<file path="src/design/bpcu_pkg.sv">
// ----------------------------------------------------------------------------
// BMP pixel channel unpacker package
// Shared widths, channel codes, register indexes and the configuration type.
// ----------------------------------------------------------------------------
`default_nettype none

package bpcu_pkg;

    // Default largest image dimension; sets the counter widths.
    localparam int MAX_DIM_DEFAULT = 16384;

    localparam int BYTE_W     = 8;
    localparam int LANES      = 4;
    localparam int WORD_W     = BYTE_W * LANES;
    localparam int INDEX_W    = 28;
    localparam int CODE_W     = 3;
    localparam int MAP_W      = CODE_W * LANES;
    localparam int BPP_W      = 3;
    localparam int DIM_REG_W  = 15;
    localparam int CFG_ADDR_W = 3;
    localparam int CFG_DATA_W = 15;
    localparam int PAD_W      = 2;

    // Pixel sizes in bytes.
    localparam logic [BPP_W-1:0] BPP_RGB  = 3'd3;
    localparam logic [BPP_W-1:0] BPP_RGBA = 3'd4;

    // Channel codes used by both channel maps.
    localparam logic [CODE_W-1:0] CH_RED   = 3'd0;
    localparam logic [CODE_W-1:0] CH_GREEN = 3'd1;
    localparam logic [CODE_W-1:0] CH_BLUE  = 3'd2;
    localparam logic [CODE_W-1:0] CH_ALPHA = 3'd3;
    localparam logic [CODE_W-1:0] CH_NONE  = 3'd4;

    // Fill value for an alpha lane when the pixel carried no alpha byte.
    localparam logic [BYTE_W-1:0] ALPHA_FILL = 8'hFF;

    // Configuration register indexes.
    typedef enum logic [CFG_ADDR_W-1:0] {
        REG_BYTES_PER_PIXEL = 3'd0,
        REG_IMAGE_WIDTH     = 3'd1,
        REG_IMAGE_HEIGHT    = 3'd2,
        REG_SRC_CHANNEL_MAP = 3'd3,
        REG_DST_CHANNEL_MAP = 3'd4,
        REG_FLIP_ROWS       = 3'd5
    } reg_idx_t;

    // Configuration register set.
    typedef struct packed {
        logic [BPP_W-1:0]     bytes_per_pixel;
        logic [DIM_REG_W-1:0] image_width;
        logic [DIM_REG_W-1:0] image_height;
        logic [MAP_W-1:0]     src_channel_map;
        logic [MAP_W-1:0]     dst_channel_map;
        logic                 flip_rows;
    } cfg_t;

    localparam cfg_t CFG_RESET = '{
        bytes_per_pixel: BPP_RGB,
        image_width:     15'd1,
        image_height:    15'd1,
        src_channel_map: 12'd2058,
        dst_channel_map: 12'd1672,
        flip_rows:       1'b0
    };

    // Finished pixel data passed from the gather stage to the output stage.
    typedef struct packed {
        logic [WORD_W-1:0] word;
        logic              last;
    } pix_data_t;

endpackage

`default_nettype wire

</file>
<file path="src/design/bpcu_cfg_regs.sv">
// ----------------------------------------------------------------------------
// BPCU configuration registers
// Holds the six configuration registers, written through a plain write port.
// ----------------------------------------------------------------------------
`default_nettype none

module bpcu_cfg_regs import bpcu_pkg::*; (
    input  wire                   aclk,
    input  wire                   aresetn,
    input  wire                   cfg_wr_en,
    input  wire  [CFG_ADDR_W-1:0] cfg_addr,
    input  wire  [CFG_DATA_W-1:0] cfg_wr_data,
    output cfg_t                  cfg
);

    cfg_t cfg_reg;
    cfg_t cfg_next;

    // Decode the write; indexes beyond the register list are ignored.
    always_comb begin
        cfg_next = cfg_reg;
        if (cfg_wr_en) begin
            case (cfg_addr)
                REG_BYTES_PER_PIXEL: cfg_next.bytes_per_pixel = cfg_wr_data[BPP_W-1:0];
                REG_IMAGE_WIDTH:     cfg_next.image_width     = cfg_wr_data[DIM_REG_W-1:0];
                REG_IMAGE_HEIGHT:    cfg_next.image_height    = cfg_wr_data[DIM_REG_W-1:0];
                REG_SRC_CHANNEL_MAP: cfg_next.src_channel_map = cfg_wr_data[MAP_W-1:0];
                REG_DST_CHANNEL_MAP: cfg_next.dst_channel_map = cfg_wr_data[MAP_W-1:0];
                REG_FLIP_ROWS:       cfg_next.flip_rows       = cfg_wr_data[0];
                default: begin
                end
            endcase
        end
    end

    always_ff @(posedge aclk) begin
        if (!aresetn) begin
            cfg_reg <= CFG_RESET;
        end else begin
            cfg_reg <= cfg_next;
        end
    end

    assign cfg = cfg_reg;

endmodule

`default_nettype wire

</file>
<file path="src/design/bpcu_pixel_gather.sv">
// ----------------------------------------------------------------------------
// BPCU pixel gather stage
// Steers each byte into its lanes, counts slots, columns and rows, swallows
// row padding and registers one finished pixel with its clamped position.
// ----------------------------------------------------------------------------
`default_nettype none

module bpcu_pixel_gather import bpcu_pkg::*; #(
    parameter int MAX_DIM = MAX_DIM_DEFAULT
) (
    input  wire                          aclk,
    input  wire                          aresetn,
    input  cfg_t                         cfg,
    input  wire                          s_valid,
    output logic                         s_ready,
    input  wire  [BYTE_W-1:0]            s_pixel_byte,
    output logic                         pix_valid,
    input  wire                          pix_take,
    output pix_data_t                    pix_data,
    output logic [$clog2(MAX_DIM)-1:0]   pix_row,
    output logic [$clog2(MAX_DIM)-1:0]   pix_col,
    output logic [$clog2(MAX_DIM+1)-1:0] pix_width
);

    localparam int CW    = $clog2(MAX_DIM);
    localparam int DW    = $clog2(MAX_DIM + 1);
    localparam int CMP_W = (DW > DIM_REG_W) ? DW : DIM_REG_W;

    // Gather state.
    logic [1:0]        slot_reg,  slot_next;
    logic [WORD_W-1:0] acc_reg,   acc_next;
    logic              alpha_reg, alpha_next;
    logic [CW-1:0]     col_reg,   col_next;
    logic [CW-1:0]     row_reg,   row_next;
    logic [PAD_W-1:0]  pad_reg,   pad_next;

    // Finished pixel register.
    logic              pix_valid_reg, pix_valid_next;
    pix_data_t         pix_data_reg;
    logic [CW-1:0]     pix_row_reg;
    logic [CW-1:0]     pix_col_reg;
    logic [DW-1:0]     pix_width_reg;

    logic              byte_fire;
    logic              pix_load;
    logic [BPP_W-1:0]  bpp;
    logic [CODE_W-1:0] slot_code;
    logic [CODE_W-1:0] lane_code [LANES];
    logic [WORD_W-1:0] acc_merged;
    logic              alpha_merged;
    logic [WORD_W-1:0] word_out;
    logic              pixel_done;
    logic [DW-1:0]     width;
    logic [DW-1:0]     height;
    logic [DW-1:0]     col_plus;
    logic [DW-1:0]     row_plus;
    logic              row_end;
    logic              image_end;
    logic [CW-1:0]     col_pos;
    logic [CW-1:0]     row_pos;
    logic [CW-1:0]     row_dest;

    // Zero acts as one, anything above the maximum acts as the maximum.
    function automatic logic [DW-1:0] clamp_dim(input logic [DIM_REG_W-1:0] v);
        logic [CMP_W-1:0] wide;
        wide = CMP_W'(v);
        if (wide == '0) begin
            clamp_dim = DW'(1);
        end else if (wide > CMP_W'(MAX_DIM)) begin
            clamp_dim = DW'(MAX_DIM);
        end else begin
            clamp_dim = DW'(wide);
        end
    endfunction

    // The stage takes a byte whenever its pixel register is free or draining.
    assign s_ready   = !pix_valid_reg || pix_take;
    assign byte_fire = s_valid && s_ready;

    // Pixel size; any value other than four bytes acts as three.
    assign bpp = (cfg.bytes_per_pixel == BPP_RGBA) ? BPP_RGBA : BPP_RGB;

    // Lane steering of the incoming byte and alpha fill of the finished word.
    always_comb begin
        slot_code    = cfg.src_channel_map[CODE_W*slot_reg +: CODE_W];
        acc_merged   = acc_reg;
        alpha_merged = alpha_reg || (slot_code == CH_ALPHA);
        for (int i = 0; i < LANES; i++) begin
            lane_code[i] = cfg.dst_channel_map[CODE_W*i +: CODE_W];
            if ((slot_code <= CH_ALPHA) && (lane_code[i] == slot_code)) begin
                acc_merged[BYTE_W*i +: BYTE_W] = acc_reg[BYTE_W*i +: BYTE_W] | s_pixel_byte;
            end
        end
        word_out = acc_merged;
        for (int i = 0; i < LANES; i++) begin
            if (!alpha_merged && (lane_code[i] == CH_ALPHA)) begin
                word_out[BYTE_W*i +: BYTE_W] = ALPHA_FILL;
            end
        end
        pixel_done = ((BPP_W'(slot_reg) + BPP_W'(1)) >= bpp);
    end

    // Position of the pixel, clamped to the current image and mirrored if asked.
    always_comb begin
        width     = clamp_dim(cfg.image_width);
        height    = clamp_dim(cfg.image_height);
        col_plus  = DW'(col_reg) + DW'(1);
        row_plus  = DW'(row_reg) + DW'(1);
        row_end   = (col_plus >= width);
        image_end = (row_plus >= height);
        col_pos   = (DW'(col_reg) >= width)  ? CW'(width - DW'(1))  : col_reg;
        row_pos   = (DW'(row_reg) >= height) ? CW'(height - DW'(1)) : row_reg;
        row_dest  = cfg.flip_rows ? CW'(height - DW'(1) - DW'(row_pos)) : row_pos;
    end

    // Next state of the counters and the accumulator.
    always_comb begin
        slot_next  = slot_reg;
        acc_next   = acc_reg;
        alpha_next = alpha_reg;
        col_next   = col_reg;
        row_next   = row_reg;
        pad_next   = pad_reg;
        pix_load   = 1'b0;
        if (byte_fire) begin
            if (pad_reg != '0) begin
                // Padding byte at the end of a row: drop it.
                pad_next = pad_reg - PAD_W'(1);
            end else if (!pixel_done) begin
                slot_next  = slot_reg + 2'd1;
                acc_next   = acc_merged;
                alpha_next = alpha_merged;
            end else begin
                pix_load   = 1'b1;
                slot_next  = '0;
                acc_next   = '0;
                alpha_next = 1'b0;
                if (row_end) begin
                    col_next = '0;
                    pad_next = (bpp == BPP_RGB) ? width[PAD_W-1:0] : '0;
                    row_next = image_end ? '0 : CW'(row_plus);
                end else begin
                    col_next = CW'(col_plus);
                end
            end
        end
        pix_valid_next = pix_load || (pix_valid_reg && !pix_take);
    end

    // Control and gather state.
    always_ff @(posedge aclk) begin
        if (!aresetn) begin
            slot_reg      <= '0;
            acc_reg       <= '0;
            alpha_reg     <= 1'b0;
            col_reg       <= '0;
            row_reg       <= '0;
            pad_reg       <= '0;
            pix_valid_reg <= 1'b0;
        end else begin
            slot_reg      <= slot_next;
            acc_reg       <= acc_next;
            alpha_reg     <= alpha_next;
            col_reg       <= col_next;
            row_reg       <= row_next;
            pad_reg       <= pad_next;
            pix_valid_reg <= pix_valid_next;
        end
    end

    // Pixel payload, loaded when a pixel completes.
    always_ff @(posedge aclk) begin
        if (pix_load) begin
            pix_data_reg.word <= word_out;
            pix_data_reg.last <= row_end && image_end;
            pix_row_reg       <= row_dest;
            pix_col_reg       <= col_pos;
            pix_width_reg     <= width;
        end
    end

    assign pix_valid = pix_valid_reg;
    assign pix_data  = pix_data_reg;
    assign pix_row   = pix_row_reg;
    assign pix_col   = pix_col_reg;
    assign pix_width = pix_width_reg;

endmodule

`default_nettype wire

</file>
<file path="src/design/bpcu_index_calc.sv">
// ----------------------------------------------------------------------------
// BPCU index and output stage
// Forms row times width plus column and holds the result word for the sink.
// ----------------------------------------------------------------------------
`default_nettype none

module bpcu_index_calc import bpcu_pkg::*; #(
    parameter int MAX_DIM = MAX_DIM_DEFAULT
) (
    input  wire                          aclk,
    input  wire                          aresetn,
    input  wire                          pix_valid,
    output logic                         pix_take,
    input  pix_data_t                    pix_data,
    input  wire  [$clog2(MAX_DIM)-1:0]   pix_row,
    input  wire  [$clog2(MAX_DIM)-1:0]   pix_col,
    input  wire  [$clog2(MAX_DIM+1)-1:0] pix_width,
    output logic                         m_valid,
    input  wire                          m_ready,
    output logic [WORD_W-1:0]            m_pixel_word,
    output logic [INDEX_W-1:0]           m_pixel_index,
    output logic                         m_last_pixel
);

    localparam int CW = $clog2(MAX_DIM);
    localparam int DW = $clog2(MAX_DIM + 1);
    localparam int PW = CW + DW;
    localparam int SW = (PW + 1 > INDEX_W) ? PW + 1 : INDEX_W;

    logic               m_valid_reg;
    logic [WORD_W-1:0]  word_reg;
    logic [INDEX_W-1:0] index_reg;
    logic               last_reg;
    logic [PW-1:0]      product;
    logic [SW-1:0]      index_sum;

    // The output register frees when empty or when the sink takes its word.
    assign pix_take = !m_valid_reg || m_ready;

    // Destination index, kept to its low bits.
    assign product   = PW'(pix_row) * PW'(pix_width);
    assign index_sum = SW'(product) + SW'(pix_col);

    always_ff @(posedge aclk) begin
        if (!aresetn) begin
            m_valid_reg <= 1'b0;
        end else if (pix_take) begin
            m_valid_reg <= pix_valid;
        end
    end

    // Result payload.
    always_ff @(posedge aclk) begin
        if (pix_take && pix_valid) begin
            word_reg  <= pix_data.word;
            index_reg <= index_sum[INDEX_W-1:0];
            last_reg  <= pix_data.last;
        end
    end

    assign m_valid       = m_valid_reg;
    assign m_pixel_word  = word_reg;
    assign m_pixel_index = index_reg;
    assign m_last_pixel  = last_reg;

endmodule

`default_nettype wire

</file>
<file path="src/design/bmp_pixel_channel_unpacker.sv">
// Latency: a pixel's word is registered in the gather stage's pixel register, then in the output register.
// Throughput: one byte per cycle while the output is not stalled, set by the gather stage; one word every three or four
// data bytes, and row padding bytes give no word.
// Reset (aresetn low, synchronous) clears the slot, column, row and padding counters,
// empties both stages and loads every configuration register with its default.
// ----------------------------------------------------------------------------
// BMP pixel channel unpacker
// Gathers bitmap pixel bytes into packed 32-bit channel-swizzled words with
// their destination index and an end-of-image mark.
// ----------------------------------------------------------------------------
`default_nettype none

module bmp_pixel_channel_unpacker import bpcu_pkg::*; #(
    parameter int MAX_DIM = MAX_DIM_DEFAULT
) (
    input  wire                   aclk,
    input  wire                   aresetn,
    input  wire                   cfg_wr_en,
    input  wire  [CFG_ADDR_W-1:0] cfg_addr,
    input  wire  [CFG_DATA_W-1:0] cfg_wr_data,
    input  wire                   s_valid,
    output logic                  s_ready,
    input  wire  [BYTE_W-1:0]     s_pixel_byte,
    output logic                  m_valid,
    input  wire                   m_ready,
    output logic [WORD_W-1:0]     m_pixel_word,
    output logic [INDEX_W-1:0]    m_pixel_index,
    output logic                  m_last_pixel
);

    localparam int CW = $clog2(MAX_DIM);
    localparam int DW = $clog2(MAX_DIM + 1);

    cfg_t          cfg;
    logic          pix_valid;
    logic          pix_take;
    pix_data_t     pix_data;
    logic [CW-1:0] pix_row;
    logic [CW-1:0] pix_col;
    logic [DW-1:0] pix_width;

    // Configuration registers.
    bpcu_cfg_regs u_cfg_regs (
        .aclk        (aclk),
        .aresetn     (aresetn),
        .cfg_wr_en   (cfg_wr_en),
        .cfg_addr    (cfg_addr),
        .cfg_wr_data (cfg_wr_data),
        .cfg         (cfg)
    );

    // Byte gather, lane steering and position counters.
    bpcu_pixel_gather #(
        .MAX_DIM (MAX_DIM)
    ) u_gather (
        .aclk         (aclk),
        .aresetn      (aresetn),
        .cfg          (cfg),
        .s_valid      (s_valid),
        .s_ready      (s_ready),
        .s_pixel_byte (s_pixel_byte),
        .pix_valid    (pix_valid),
        .pix_take     (pix_take),
        .pix_data     (pix_data),
        .pix_row      (pix_row),
        .pix_col      (pix_col),
        .pix_width    (pix_width)
    );

    // Index multiply-add and output register.
    bpcu_index_calc #(
        .MAX_DIM (MAX_DIM)
    ) u_index (
        .aclk          (aclk),
        .aresetn       (aresetn),
        .pix_valid     (pix_valid),
        .pix_take      (pix_take),
        .pix_data      (pix_data),
        .pix_row       (pix_row),
        .pix_col       (pix_col),
        .pix_width     (pix_width),
        .m_valid       (m_valid),
        .m_ready       (m_ready),
        .m_pixel_word  (m_pixel_word),
        .m_pixel_index (m_pixel_index),
        .m_last_pixel  (m_last_pixel)
    );

endmodule

`default_nettype wire

</file>
<file path="config.mk">
export PLATFORM = sky130hd
export DESIGN_NAME = bmp_pixel_channel_unpacker
export DESIGN_NICKNAME = d
export VERILOG_FILES = /design/src/design/bpcu_pkg.sv /design/src/design/bpcu_cfg_regs.sv /design/src/design/bpcu_pixel_gather.sv /design/src/design/bpcu_index_calc.sv /design/src/design/bmp_pixel_channel_unpacker.sv
export SDC_FILE = /design/constraint.sdc
export NUM_CORES = 1
export LEC_CHECK = 0
export BUFFER_PORTS_ARGS = -buffer_cell sky130_fd_sc_hd__buf_2
export CAP_MARGIN = 30
export CORE_AREA = 2 2 194 196
export CTS_CLUSTER_SIZE = 40
export DETAILED_ROUTE_END_ITERATION = 8
export DIE_AREA = 0 0 196 198
export HOLD_SLACK_MARGIN = 0.05
export PLACE_DENSITY_LB_ADDON = 0.15
export SYNTH_ARGS = -nofsm -noshare
export SYNTH_HDL_FRONTEND = slang
export SYNTH_SLANG_ARGS = --single-unit
export TNS_END_PERCENT = 10
</file>
<file path="constraint.sdc">
create_clock -name aclk -period 6.75 [get_ports aclk]
set_input_delay 1.35 -clock aclk [delete_from_list [all_inputs] [get_ports aclk]]
set_output_delay 1.35 -clock aclk [all_outputs]
set_load 0.05 [all_outputs]
</file>
Word level (Yosys, flattened, before mapping):

Index checks and enable logic that the tools add are counted.

* word-level logic and storage cells: 126
* register bits: 262
* input port bits: 31
* output and inout bits: 63

* reduce and logical (&&, ||, !) cells: 36
* muxes and demuxes: 24
* $add $sub $neg: 9
* bitwise gates (word level): 5
* equal/unequal tests: 16
* order comparisons: 8
* multiply operators: 2
* shift operators: 1

Operators by type and width (count)
* $mux W14: 5
* $mux W15: 4
* $mux W32: 1
* $mux W8: 4
* $or A8 B8 Y8: 4
* $add A14 B1 Y15 const B: 2
* $ge A14 B15 Y1: 2
* $ge A15 B15 Y1: 2
* $gt A15 B15 Y1 const B: 2
* $logic_not A15 Y1: 2
* $add A28 B14 Y28: 1
* $mul A14 B15 Y28: 1
* $sub A14 B1 Y14 const B: 2
* $eq A3 B2 Y1 const B: 8
* $reduce_and A2 Y1: 7
* $sub A14 B14 Y14: 1
* $eq A3 B3 Y1: 4
* $logic_and A1 B1 Y1: 12
* $shiftx A12 B5 Y3: 1
* $mux W2: 5
* $eq A3 B3 Y1 const B: 3
* $reduce_and A3 Y1: 2
* $reduce_bool A2 Y1: 3
* $logic_not A1 Y1: 4
* 13 further kinds: 19

Longest topological paths before layout:

Gate-level depths: netlist of run 1.

* depth in word-level cells: 7
* mapped depth: 26
* depth with buffers taken out: 25

By module:

From an unflattened synthesis of run 1, not the netlist that was laid out.

* cells, all modules: 2138
* area, all modules: 20769.9 um2

By module, submodules not included
* bpcu_index_calc: times used 1, area each 9263.9 um2, cells an instance 913
* bpcu_pixel_gather: times used 1, area each 9245.1 um2, cells an instance 1003
* bpcu_cfg_regs: times used 1, area each 2260.9 um2, cells an instance 222

Worst setup path after synthesis of run 1:

Ideal clock, no wire load.

* kind: register to register
* from: reg u_gather.pix_row_reg[5], in the netlist u_gather.pix_row[5]
* to: reg u_index.index_reg[27], in the netlist u_index.m_pixel_index[27], data pin
* setup slack: 0.487 ns
* data arrival time: 6.003 ns
* data required time: 6.490 ns
* stages on the path, launching flop included: 27
* path buffers: 1
* cell sequence: edfxtp_1 clkbuf_1 nand2_1 fa_1 inv_1 fa_1 inv_1 fa_1 inv_1 fa_1 fa_1 inv_1 fa_1 inv_1 ha_1 a21o_1 a21oi_1 o21bai_1 a21o_1 a21oi_1 o21ba_2 o211a_1 o21bai_1 a211o_1 a31o_2 a21oi_1 xnor2_1

* longest elaborated chain between the ends: 2

RTL lines
* start, declared: RTL line bpcu_pixel_gather.sv:40 `logic [CW-1:0] pix_row_reg;`
* start signal, assigned: RTL line bpcu_pixel_gather.sv:176 `pix_row_reg <= row_dest;`
* $mul A14 B15 Y28: RTL line bpcu_index_calc.sv:41 `assign product = PW'(pix_row) * PW'(pix_width);`
* $add A28 B14 Y28: RTL line bpcu_index_calc.sv:42 `assign index_sum = SW'(product) + SW'(pix_col);`
* named net u_index.index_sum[27]: RTL line bpcu_index_calc.sv:35 `logic [SW-1:0] index_sum;`
* end signal, assigned: RTL line bpcu_index_calc.sv:56 `index_reg <= index_sum[INDEX_W-1:0];`
* end, declared: RTL line bpcu_index_calc.sv:32 `logic [INDEX_W-1:0] index_reg;`

The timed path passes the listed nets, and every way through them passes these cells.
A chain may end at the register's enable or synchronous reset.

Worst setup path in the final report of run 1:

* from: reg u_gather.pix_row_reg[8], in the netlist u_gather.pix_row[8]
* to: reg u_index.index_reg[27], in the netlist u_index.m_pixel_index[27], data pin

Same word-level chain as after synthesis.

==> results of run 1 <==
==> worst max-delay path, cell delays in order (launching register included) <==
cell	delay (ps)
edfxtp_1	700
nand2_1	160
fa_1	560
inv_1	50
ha_1	260
inv_1	40
fa_1	470
inv_1	50
fa_1	500
fa_1	490
inv_1	50
fa_1	470
inv_1	40
ha_1	340
a21o_1	210
a21oi_1	150
o21bai_1	70
a21o_1	210
a21oi_2	130
o21ba_2	130
o211a_1	190
o21bai_2	100
a211o_1	300
a31o_2	230
a21oi_1	160
xnor2_1	70
==> routing by layer <==
layer | vias up | share of wire | track usage
met5 | - | 0 | 0
met4 | 0 | 0.016 | 0.0536
met3 | 58 | 0.044 | 0.0261
met2 | 341 | 0.49 | 0.431
met1 | 7324 | 0.45 | 0.320
li1 | 7167 | - | -
==> report_power, final <==
group          leakage (nW)  internal (mW)  switching, mW
registers              2.28           2.30          0.109
clock network         0.478          0.931          0.671
logic                  7.22           3.44           4.51
==> final cells by class <==
type | instances | area share
Clock buffer | 37 | 0.0364
Clock inverter | 17 | 0.00738
Inverter | 220 | 0.0372
Multi-Input combinational cell | 1494 | 0.551
Sequential cell | 262 | 0.298
Tap cell | 474 | 0.0267
Timing Repair Buffer | 158 | 0.0434
==> repair_timing <==
action | 4_1_cts | 5_1_grt
setup endpoints to repair | 0 | 1
hold endpoints to repair | 0 | 0
buffers inserted | 0 | 15
gates resized for setup | 0 | 3
==> metrics by stage <==
step / hold slack [ps] / area [µm²] / util / worst slack (ps) / instances
after floorplan: 400 / 20000 / - / 487 / 2063
after global placement: 400 / 21100 / 0.571 / 244 / 2591
after detailed placement: 405 / 21100 / 0.572 / 83.6 / 2593
after CTS: 421 / 22100 / 0.598 / 132 / 2647
after global routing: 428 / 22200 / 0.601 / 52.9 / 2662
final: 422 / 22200 / 0.601 / 325 / 2662
==> cells in the mapped netlist, types with 11 or more instances <==
cell,instances,share of area
ha_1,163,0.10
edfxtp_1,137,0.21
o21ai_0,47,0.012
xnor2_1,57,0.025
and2_1,137,0.043
inv_1,216,0.040
fa_1,167,0.17
o21a_1,20,0.0075
a21oi_1,136,0.034
nor3_1,33,0.0082
a211oi_1,11,0.0041
nor2b_1,17,0.0053
dfxtp_1,125,0.12
a21o_1,17,0.0064
nand3_1,48,0.012
clkbuf_1,76,0.014
nor2_1,94,0.018
and3_1,14,0.0044
nand2_1,287,0.054
xor2_1,24,0.010
mux2_2,14,0.0079
mux2i_1,22,0.011
a211o_1,34,0.015
==> worst max-delay path by stage <==
stage,depth (start not counted),to,startpoint
final,25,u_index.m_pixel_index[27],u_gather.pix_row[8]
after global placement,24,u_index.m_pixel_index[27],u_gather.pix_row[2]
after floorplan,26,u_index.m_pixel_index[27],u_gather.pix_row[5]
after global routing,24,u_index.m_pixel_index[27],u_gather.pix_row[1]
after CTS,24,u_index.m_pixel_index[27],u_gather.pix_row[0]
after detailed placement,24,u_index.m_pixel_index[27],u_gather.pix_row[0]
==> logic make-up (layout without fill, tap and decap cells) <==
group / count (synthesis) / count (layout)
compound gates: 354 / 354
fa+ha+maj: 332 / 332
flops: 262 / 262
xor+xnor: 81 / 81
buf+inv: 307 / 432
mux: 40 / 40
simple gates: 687 / 687
==> results.txt, run 1 <==
Rows -> 71
CP max FO -> 15
Lkg Pwr -> 9.98 nW
Max Cap Viol -> 0
Syn. warnings -> 0
Ant diodes -> 0
Nets -> 2,526
Post-synth EDFFs -> 137
Cts bufs inserted -> 29
All-Layer GR Usage -> 0.242
Hold Crit Start -> u_gather.pix_data[25]
Clock Path Buffers -> 3
RSZ-0062 raised after global routing -> false
Critical path required time -> 7080 ps
Clk root buf -> clkbuf_16
Max Slew Vio Count -> 0
Worst EP arrival -> 6750 ps
Commonest non-fill, non-tap cell in the layout -> nand2_1
Post-Synth XOR/XNOR Area -> 0.0354
Minimum clock period -> 6420 ps
Initial Utilization -> 0.542
Primary FF master, synth -> edfxtp_1
Final Hold Vio Count -> 0
CTS H-tree depth -> 1
Critical R2R Capture -> u_index.m_pixel_index[27]
Reg2Reg Launch Point -> u_gather.pix_row[8]
Crit Path Category -> flop to flop
Max reg flops -> 58
Synth async-reset ratio -> 0
Synth Area in Compound Gates -> 0.116
Max-Slew Margin vs Limit -> 0.326
I/O Pins -> 94
Largest family of logic cells by synthesized area -> adder cells
GPL Wtd Cong -> 0.898
Critical Path Sink Type -> flop
Die width -> 196 µm
Post-synthesis adder-cell area fraction -> 0.270
# setup viols final -> 0
Via Count -> 14,890
Reg clk slew, reported paths -> 60 ps
Routed WL -> 46,900 µm
Area of the multi-input gates -> 0.0122 mm²
Area grow syn2layout -> 10.9%
Worst-case clock skew -> 17.0 ps
Power Dens Cells -> 538 mW/mm²
Maximum number of pins on one net before global-route repair -> 62
Vias in the first global route -> 14,874
Share of cells above drive strength 1 -> 0.118
Syn_area_per_cell -> 9.72 µm²
Crit share post-route -> 0.952
First-pass GRT wire length -> 75,500 µm
FMAX -> 156 MHz
DRT Pass-1 Iters -> 5
Core area -> 0.0370 mm²
Reg2reg setup slack -> 330 ps
Antenna violation net count after detailed routing -> 0
Worst reg2reg path depth -> 25
VDD IR max -> 0.692 mV
Die area -> 0.0388 mm²
Hold depth -> 0
Fill cells -> 3,150
Yosys reg bits -> 262
1st-iter DRT viols -> 950
Initial antenna violation count -> 0
Dpl hpwl -> 35,700 µm
CTS sink cnt -> 262
Synth Instances -> 2,063
Most frequent cells in the layout -> nand2_1 (287), inv_1 (216), fa_1 (167), ha_1 (163), edfxtp_1 (137)
Syn nets -> 2,424
Startpoint types -> flop
DR WL/cell -> 17.6 µm
HP Class -> flop to flop
Yosys cell types -> 84
Grt total ovfl -> 0
Post-synthesis mux area share -> 0.0228
Total power -> 12.0 mW
Vias per cell -> 5.59
Setup TNS -> 0 ps
Simple logic cell fraction of the synthesized area -> 0.165
Post-synthesis sequential area ratio -> 0.330
Register area -> 0.00662 mm²
Hold Path Sink -> u_index.m_pixel_word[24]
Hold-fix buffers, CTS -> 0
Remaining DRCs -> 0
Port Buffers -> 93
Worst-Margin Slew -> 1010 ps
Worst-skew pair later-pin latency -> 590 ps
Mapped Area -> 0.0200 mm²
Status -> complete, no violations
Die height -> 198 µm
CTS tree -> yes
(Power assumes the default switching activity.)
==> run 2, diff against run 1 <==
Settings changed: CTS_BUF_LIST set to sky130_fd_sc_hd__clkbuf_16.
==> results.txt, run 2 (same netlist as run 1, synthesis figures left out) <==
Status -> complete, no violations (unchanged)
First-pass GRT wire length -> 75,500 µm (about the same)
Area grow syn2layout -> 10.8% (was 10.9%)
Nets -> 2,526 (unchanged)
Most frequent cells in the layout -> nand2_1 (287), inv_1 (221), fa_1 (167), ha_1 (163), edfxtp_1 (137) (was nand2_1 (287), inv_1 (216), fa_1 (167), ha_1 (163), edfxtp_1 (137))
CTS tree -> yes (unchanged)
CTS sink cnt -> 262 (unchanged)
DRT Pass-1 Iters -> 5 (unchanged)
Fin cells -> 2,662 (unchanged)
FMAX -> 156 MHz (about the same)
Cts bufs inserted -> 29 (unchanged)
Maximum number of pins on one net before global-route repair -> 62 (unchanged)
RSZ-0062 raised after global routing -> false (unchanged)
Fill cells -> 3,153 (was 3,150)
Routed WL -> 46,800 µm (was 46,900 µm)
Worst EP arrival -> 6750 ps (about the same)
Lkg Pwr -> 10.0 nW (was 9.98 nW)
Critical Path Sink Type -> flop (unchanged)
Die width -> 196 µm (unchanged)
Clk root buf -> clkbuf_16 (unchanged)
Max reg flops -> 58 (unchanged)
Clock Path Buffers -> 3 (unchanged)
Setup TNS -> 0 ps (unchanged)
Antenna violation net count after detailed routing -> 0 (unchanged)
Worst slack, placed -> 83.6 ps (unchanged)
Final WS setup -> 330 ps (was 325 ps)
Die area -> 0.0388 mm² (unchanged)
All-Layer GR Usage -> 0.242 (about the same)
Worst-skew pair later-pin latency -> 590 ps (about the same)
Max Slew Vio Count -> 0 (unchanged)
Crit Path Category -> flop to flop (unchanged)
Final instance area -> 0.0222 mm² (about the same)
VDD IR max -> 0.686 mV (was 0.692 mV)
GPL Wtd Cong -> 0.898 (unchanged)
DR WL/cell -> 17.6 µm (about the same)
Dpl cells -> 2,593 (unchanged)
Max-Slew Margin vs Limit -> 0.332 (was 0.326)
Hold-fix buffers, CTS -> 0 (unchanged)
Crit share post-route -> 0.951 (was 0.952)
Via Count -> 14,939 (was 14,890)
Minimum clock period -> 6420 ps (about the same)
Total power -> 11.9 mW (was 12.0 mW)
Share of cells above drive strength 1 -> 0.117 (was 0.118)
I/O Pins -> 94 (unchanged)
Worst-case clock skew -> 16.2 ps (was 17.0 ps)
1st-iter DRT viols -> 951 (was 950)
Port Buffers -> 93 (unchanged)
Power Dens Cells -> 537 mW/mm² (was 538 mW/mm²)
Max Cap Viol -> 0 (unchanged)
Core area -> 0.0370 mm² (unchanged)
Ant diodes -> 0 (unchanged)
Placed Area -> 0.0211 mm² (unchanged)
Final Hold Vio Count -> 0 (unchanged)
Die height -> 198 µm (unchanged)
Vias in the first global route -> 14,870 (was 14,874)
Initial Utilization -> 0.542 (unchanged)
CP max FO -> 7 (was 15)
Remaining DRCs -> 0 (unchanged)
Grt total ovfl -> 0 (unchanged)
Post-Route Utilization -> 0.601 (about the same)
Fin Hold WS -> 422 ps (about the same)
Dpl hpwl -> 35,700 µm (unchanged)
Critical path required time -> 7080 ps (about the same)
Startpoint types -> flop (unchanged)
Initial antenna violation count -> 0 (unchanged)
Reg clk slew, reported paths -> 60 ps (about the same)
# setup viols final -> 0 (unchanged)
Rows -> 71 (unchanged)
Commonest non-fill, non-tap cell in the layout -> nand2_1 (unchanged)
CTS H-tree depth -> 1 (unchanged)
HP Class -> flop to flop (unchanged)
Worst-Margin Slew -> 1000 ps (was 1010 ps)
Vias per cell -> 5.61 (was 5.59)
## run 2: area by class of cell
type                            count  area, µm²  area share
Multi-Input combinational cell   1494      12200       0.551
Clock buffer                       31        776      0.0349
Clock inverter                     23        186     0.00839
Tap cell                          474        593      0.0267
Sequential cell                   262       6620       0.298
Timing Repair Buffer              158        963      0.0434
Inverter                          220        827      0.0372
## run 2: worst max-delay path, stage by stage, from the launching register on
cell	delay (ps)
edfxtp_1	500
and2_1	230
fa_1	530
inv_1	50
fa_1	470
inv_1	50
fa_1	540
fa_1	440
fa_1	490
inv_1	50
fa_1	470
inv_1	40
ha_1	340
a21o_1	210
a21oi_1	150
o21bai_1	70
a21o_1	210
a21oi_2	130
o21ba_2	130
o211a_1	190
o21bai_2	100
a211o_1	300
a31o_2	230
a21oi_1	160
xnor2_1	70
## run 2: repair_timing
action / CTS / global route
setup buffers: 0 / 15
setup endpoints to repair: 0 / 1
gates resized for setup: 0 / 3
## run 2: power breakdown
group	internal [mW]	switching [mW]	leakage, nW
Sequential	2.30	0.109	2.28
Combinational	3.44	4.49	7.22
Clock	0.912	0.670	0.493
## run 2: path summary, 6_finish.rpt
kind	slack (ps)	start	cells after the start	end
worst max-delay path	330	u_gather.pix_row[2]	24	u_index.m_pixel_index[27]
worst min-delay path	420	u_gather.pix_data[25]	0	u_index.m_pixel_word[24]
worst max register to register	330	u_gather.pix_row[2]	24	u_index.m_pixel_index[27]
worst min register to register	420	u_gather.pix_data[25]	0	u_index.m_pixel_word[24]
## run 2: layer usage
layer  global-route usage  up-vias  part of all wire
met5                    0        -                 0
met4               0.0536        0             0.016
met3               0.0261       58             0.044
met2                0.431      339              0.49
met1                0.321     7376              0.45
li1                     -     7166                 -
==> run 3, diff against run 2 <==
Settings changed: ABC_AREA set to 1, CORE_AREA 2 2 194 196 to 2 2 195 197, DIE_AREA 0 0 196 198 to 0 0 197 199, PLACE_DENSITY set to 0.73, PLACE_DENSITY_LB_ADDON 0.15 to unset.
==> results.txt, run 3 <==
Syn nets -> 2,768 (was 2,424)
Max layer used -> met4 (unchanged)
GPL Wtd Cong -> 0.915 (was 0.898)
DR WL/cell -> 15.9 µm (was 17.6 µm)
Startpoint types -> flop (unchanged)
Critical Path Sink Type -> flop (unchanged)
Max reg flops -> 58 (unchanged)
Area contributors post-synth -> edfxtp_1 (20%), fa_1 (17%), dfxtp_1 (12%) (was edfxtp_1 (21%), fa_1 (17%), dfxtp_1 (12%))
Die height -> 199 µm (was 198 µm)
VDD IR max -> 0.581 mV (was 0.686 mV)
Yosys cell types -> 57 (was 84)
Met3 WL -> 3050 µm (was 2060 µm)
Commonest non-fill, non-tap cell in the layout -> nand2_1 (unchanged)
Synth cell count leaders -> nand2_1 (529), inv_1 (451), fa_1 (167) (was nand2_1 (287), inv_1 (216), fa_1 (167))
Vias in the first global route -> 15,973 (was 14,870)
Met2 wire length -> 22,200 µm (was 23,100 µm)
Ant diodes -> 0 (unchanged)
Port Buffers -> 93 (unchanged)
1st-iter DRT viols -> 1,134 (was 951)
Cts bufs inserted -> 31 (was 29)
Worst-Margin Slew -> 1050 ps (was 1000 ps)
Placed Area -> 0.0211 mm² (about the same)
First-pass GRT wire length -> 78,100 µm (was 75,500 µm)
DRT Pass-1 Iters -> 6 (was 5)
Power Dens Cells -> 575 mW/mm² (was 537 mW/mm²)
Largest family of logic cells by synthesized area -> adder cells (unchanged)
Simple logic cell fraction of the synthesized area -> 0.182 (was 0.165)
Minimum clock period -> 6170 ps (was 6420 ps)
Worst EP arrival -> 6520 ps (was 6750 ps)
Sequential power share -> 0.200 (was 0.202)
Die area -> 0.0392 mm² (was 0.0388 mm²)
Clock Path Buffers -> 3 (unchanged)
Comb pwr share -> 0.671 (was 0.665)
Dpl hpwl -> 37,200 µm (was 35,700 µm)
Status -> complete, no violations (unchanged)
Crit share post-route -> 0.914 (was 0.951)
Area grow syn2layout -> 9.33% (was 10.8%)
Internal power -> 6.77 mW (was 6.65 mW)
Synth Area in Compound Gates -> 0.0929 (was 0.116)
Post-CTS Setup Inserts -> 0 (unchanged)
NetSw -> 5.93 mW (was 5.27 mW)
Nets -> 2,835 (was 2,526)
Die width -> 197 µm (was 196 µm)
Final instance area -> 0.0221 mm² (was 0.0222 mm²)
Share of cells above drive strength 1 -> 0.0809 (was 0.117)
Post-synthesis adder-cell area fraction -> 0.267 (was 0.270)
Area of the multi-input gates -> 0.0115 mm² (was 0.0122 mm²)
M1 WL -> 20,900 µm (was 20,800 µm)
Post-Synth XOR/XNOR Area -> 0.0295 (was 0.0354)
Fin Hold WS -> 429 ps (was 422 ps)
Vias per cell -> 5.40 (was 5.61)
Antenna violation net count after detailed routing -> 0 (unchanged)
Initial Utilization -> 0.544 (was 0.542)
Setup TNS -> 0 ps (unchanged)
Total power -> 12.7 mW (was 11.9 mW)
Post-synthesis sequential area ratio -> 0.328 (was 0.330)
Most frequent cells in the layout -> nand2_1 (529), inv_1 (457), fa_1 (167), ha_1 (163), nor2_1 (162) (was nand2_1 (287), inv_1 (221), fa_1 (167), ha_1 (163), edfxtp_1 (137))
Primary FF master, synth -> edfxtp_1 (unchanged)
I/O Pins -> 94 (unchanged)
Lkg Pwr -> 11.2 nW (was 10.0 nW)
Max-Slew Margin vs Limit -> 0.297 (was 0.332)
Critical path required time -> 7090 ps (was 7080 ps)
All-Layer GR Usage -> 0.247 (was 0.242)
FMAX -> 162 MHz (was 156 MHz)
Worst-skew pair later-pin latency -> 600 ps (was 590 ps)
HP Class -> flop to flop (unchanged)
Syn_area_per_cell -> 8.39 µm² (was 9.72 µm²)
Remaining DRCs -> 0 (unchanged)
Sw frac -> 0.467 (was 0.442)
Syn. warnings -> 0 (unchanged)
Worst-case clock skew -> 18.9 ps (was 16.2 ps)
Power share of the clock group -> 0.129 (was 0.133)
Post-synth EDFFs -> 137 (unchanged)
Synth Instances -> 2,407 (was 2,063)
Clk root buf -> clkbuf_16 (unchanged)
Grt total ovfl -> 0 (unchanged)
Crit Path Category -> flop to flop (unchanged)
Register area -> 0.00662 mm² (unchanged)
CTS tree -> yes (unchanged)
Post-synthesis mux area share -> 0 (was 0.0228)
CP max FO -> 14 (was 7)
Top-count cell post-synth -> nand2_1 (unchanged)
# setup viols final -> 0 (unchanged)
Max Slew Vio Count -> 0 (unchanged)
Max Cap Viol -> 0 (unchanged)
CTS H-tree depth -> 1 (unchanged)
Fill cells -> 3,255 (was 3,153)
Via Count -> 16,047 (was 14,939)
Hold-fix buffers, CTS -> 0 (unchanged)
Yosys reg bits -> 262 (unchanged)
Final Hold Vio Count -> 0 (unchanged)
Largest area contributor in the netlist -> edfxtp_1 (unchanged)
CTS sink cnt -> 262 (unchanged)
CTS resizes -> 0 (unchanged)
Synth async-reset ratio -> 0 (unchanged)
Rows -> 71 (unchanged)
Initial antenna violation count -> 0 (unchanged)
Routed WL -> 47,300 µm (was 46,800 µm)
Reg clk slew, reported paths -> 60 ps (about the same)
Core area -> 0.0371 mm² (was 0.0370 mm²)
Mapped Area -> 0.0202 mm² (was 0.0200 mm²)
Maximum number of pins on one net before global-route repair -> 78 (was 62)
Post-synth top area share -> 0.204 (was 0.205)
RSZ-0062 raised after global routing -> false (unchanged)
[run 3: cells by family (layout without fill, tap and decap cells)]
| logic type | count (synthesis) | in the layout |
|---|---|---|
| AOI/OAI and AO/OA | 343 | 343 |
| xor gates and xnor gates | 68 | 68 |
| adders and majority gates | 330 | 330 |
| buffers and inverters | 533 | 624 |
| DFF | 262 | 262 |
| and+or+nand+nor | 871 | 871 |
[run 3: worst paths after layout]
path | from | end | slack (ps) | depth (start not counted)
max reg2reg | u_gather.pix_width[9] | u_index.m_pixel_index[24] | 580 | 21
min reg2reg | u_gather.pix_data[27] | u_index.m_pixel_word[26] | 430 | 0
max | u_gather.pix_width[9] | u_index.m_pixel_index[24] | 580 | 21
min | u_gather.pix_data[27] | u_index.m_pixel_word[26] | 430 | 0
[run 3: critical path, cell delays in order, from the launching register on]
cell and delay, ps:
edfxtp_1 590, nand2_1 150, inv_1 70, fa_1 500, inv_1 60, fa_1 520, inv_1 50, fa_1 510
inv_1 60, fa_1 530, inv_1 50, fa_1 490, fa_1 420, ha_1 370, nand2_1 70, o21ai_1 270
a21oi_1 200, o21ai_1 270, a21boi_1 160, o21ai_1 300, a31oi_1 150, xor2_1 160
[run 3: cell type report]
class,instances,area share
multi-input cells,1612,0.523
repair buffers,106,0.0263
inverters,461,0.0785
clock buffers,31,0.0351
flip-flops and latches,262,0.300
well taps,474,0.0269
clock inverters,26,0.0102
[run 3: per-stage QoR]
stage | utilization | worst slack [ps] | cells
floorplan | - | 919 | 2407
global placement | 0.566 | 776 | 2912
detailed placement | 0.567 | 560 | 2915
CTS | 0.594 | 569 | 2972
global route | 0.594 | 201 | 2972
finish | 0.594 | 578 | 2972
[run 3: power groups by stage]
stage / combinational [mW] / sequential, mW / clock, mW
6_report: 8.52 / 2.54 / 1.63
5_1_grt: 9.78 / 2.57 / 1.72
4_1_cts: 8.53 / 2.54 / 1.65
3_5_place_dp: 8.47 / 2.57 / 0
3_3_place_gp: 8.04 / 2.57 / 0
2_1_floorplan: 6.42 / 2.79 / 0
[run 3: routing by layer]
metal | track usage | vias to the layer above
li1 | - | 7781
met1 | 0.330 | 7715
met2 | 0.418 | 463
met3 | 0.0370 | 88
met4 | 0.0744 | 0
met5 | 0 | -
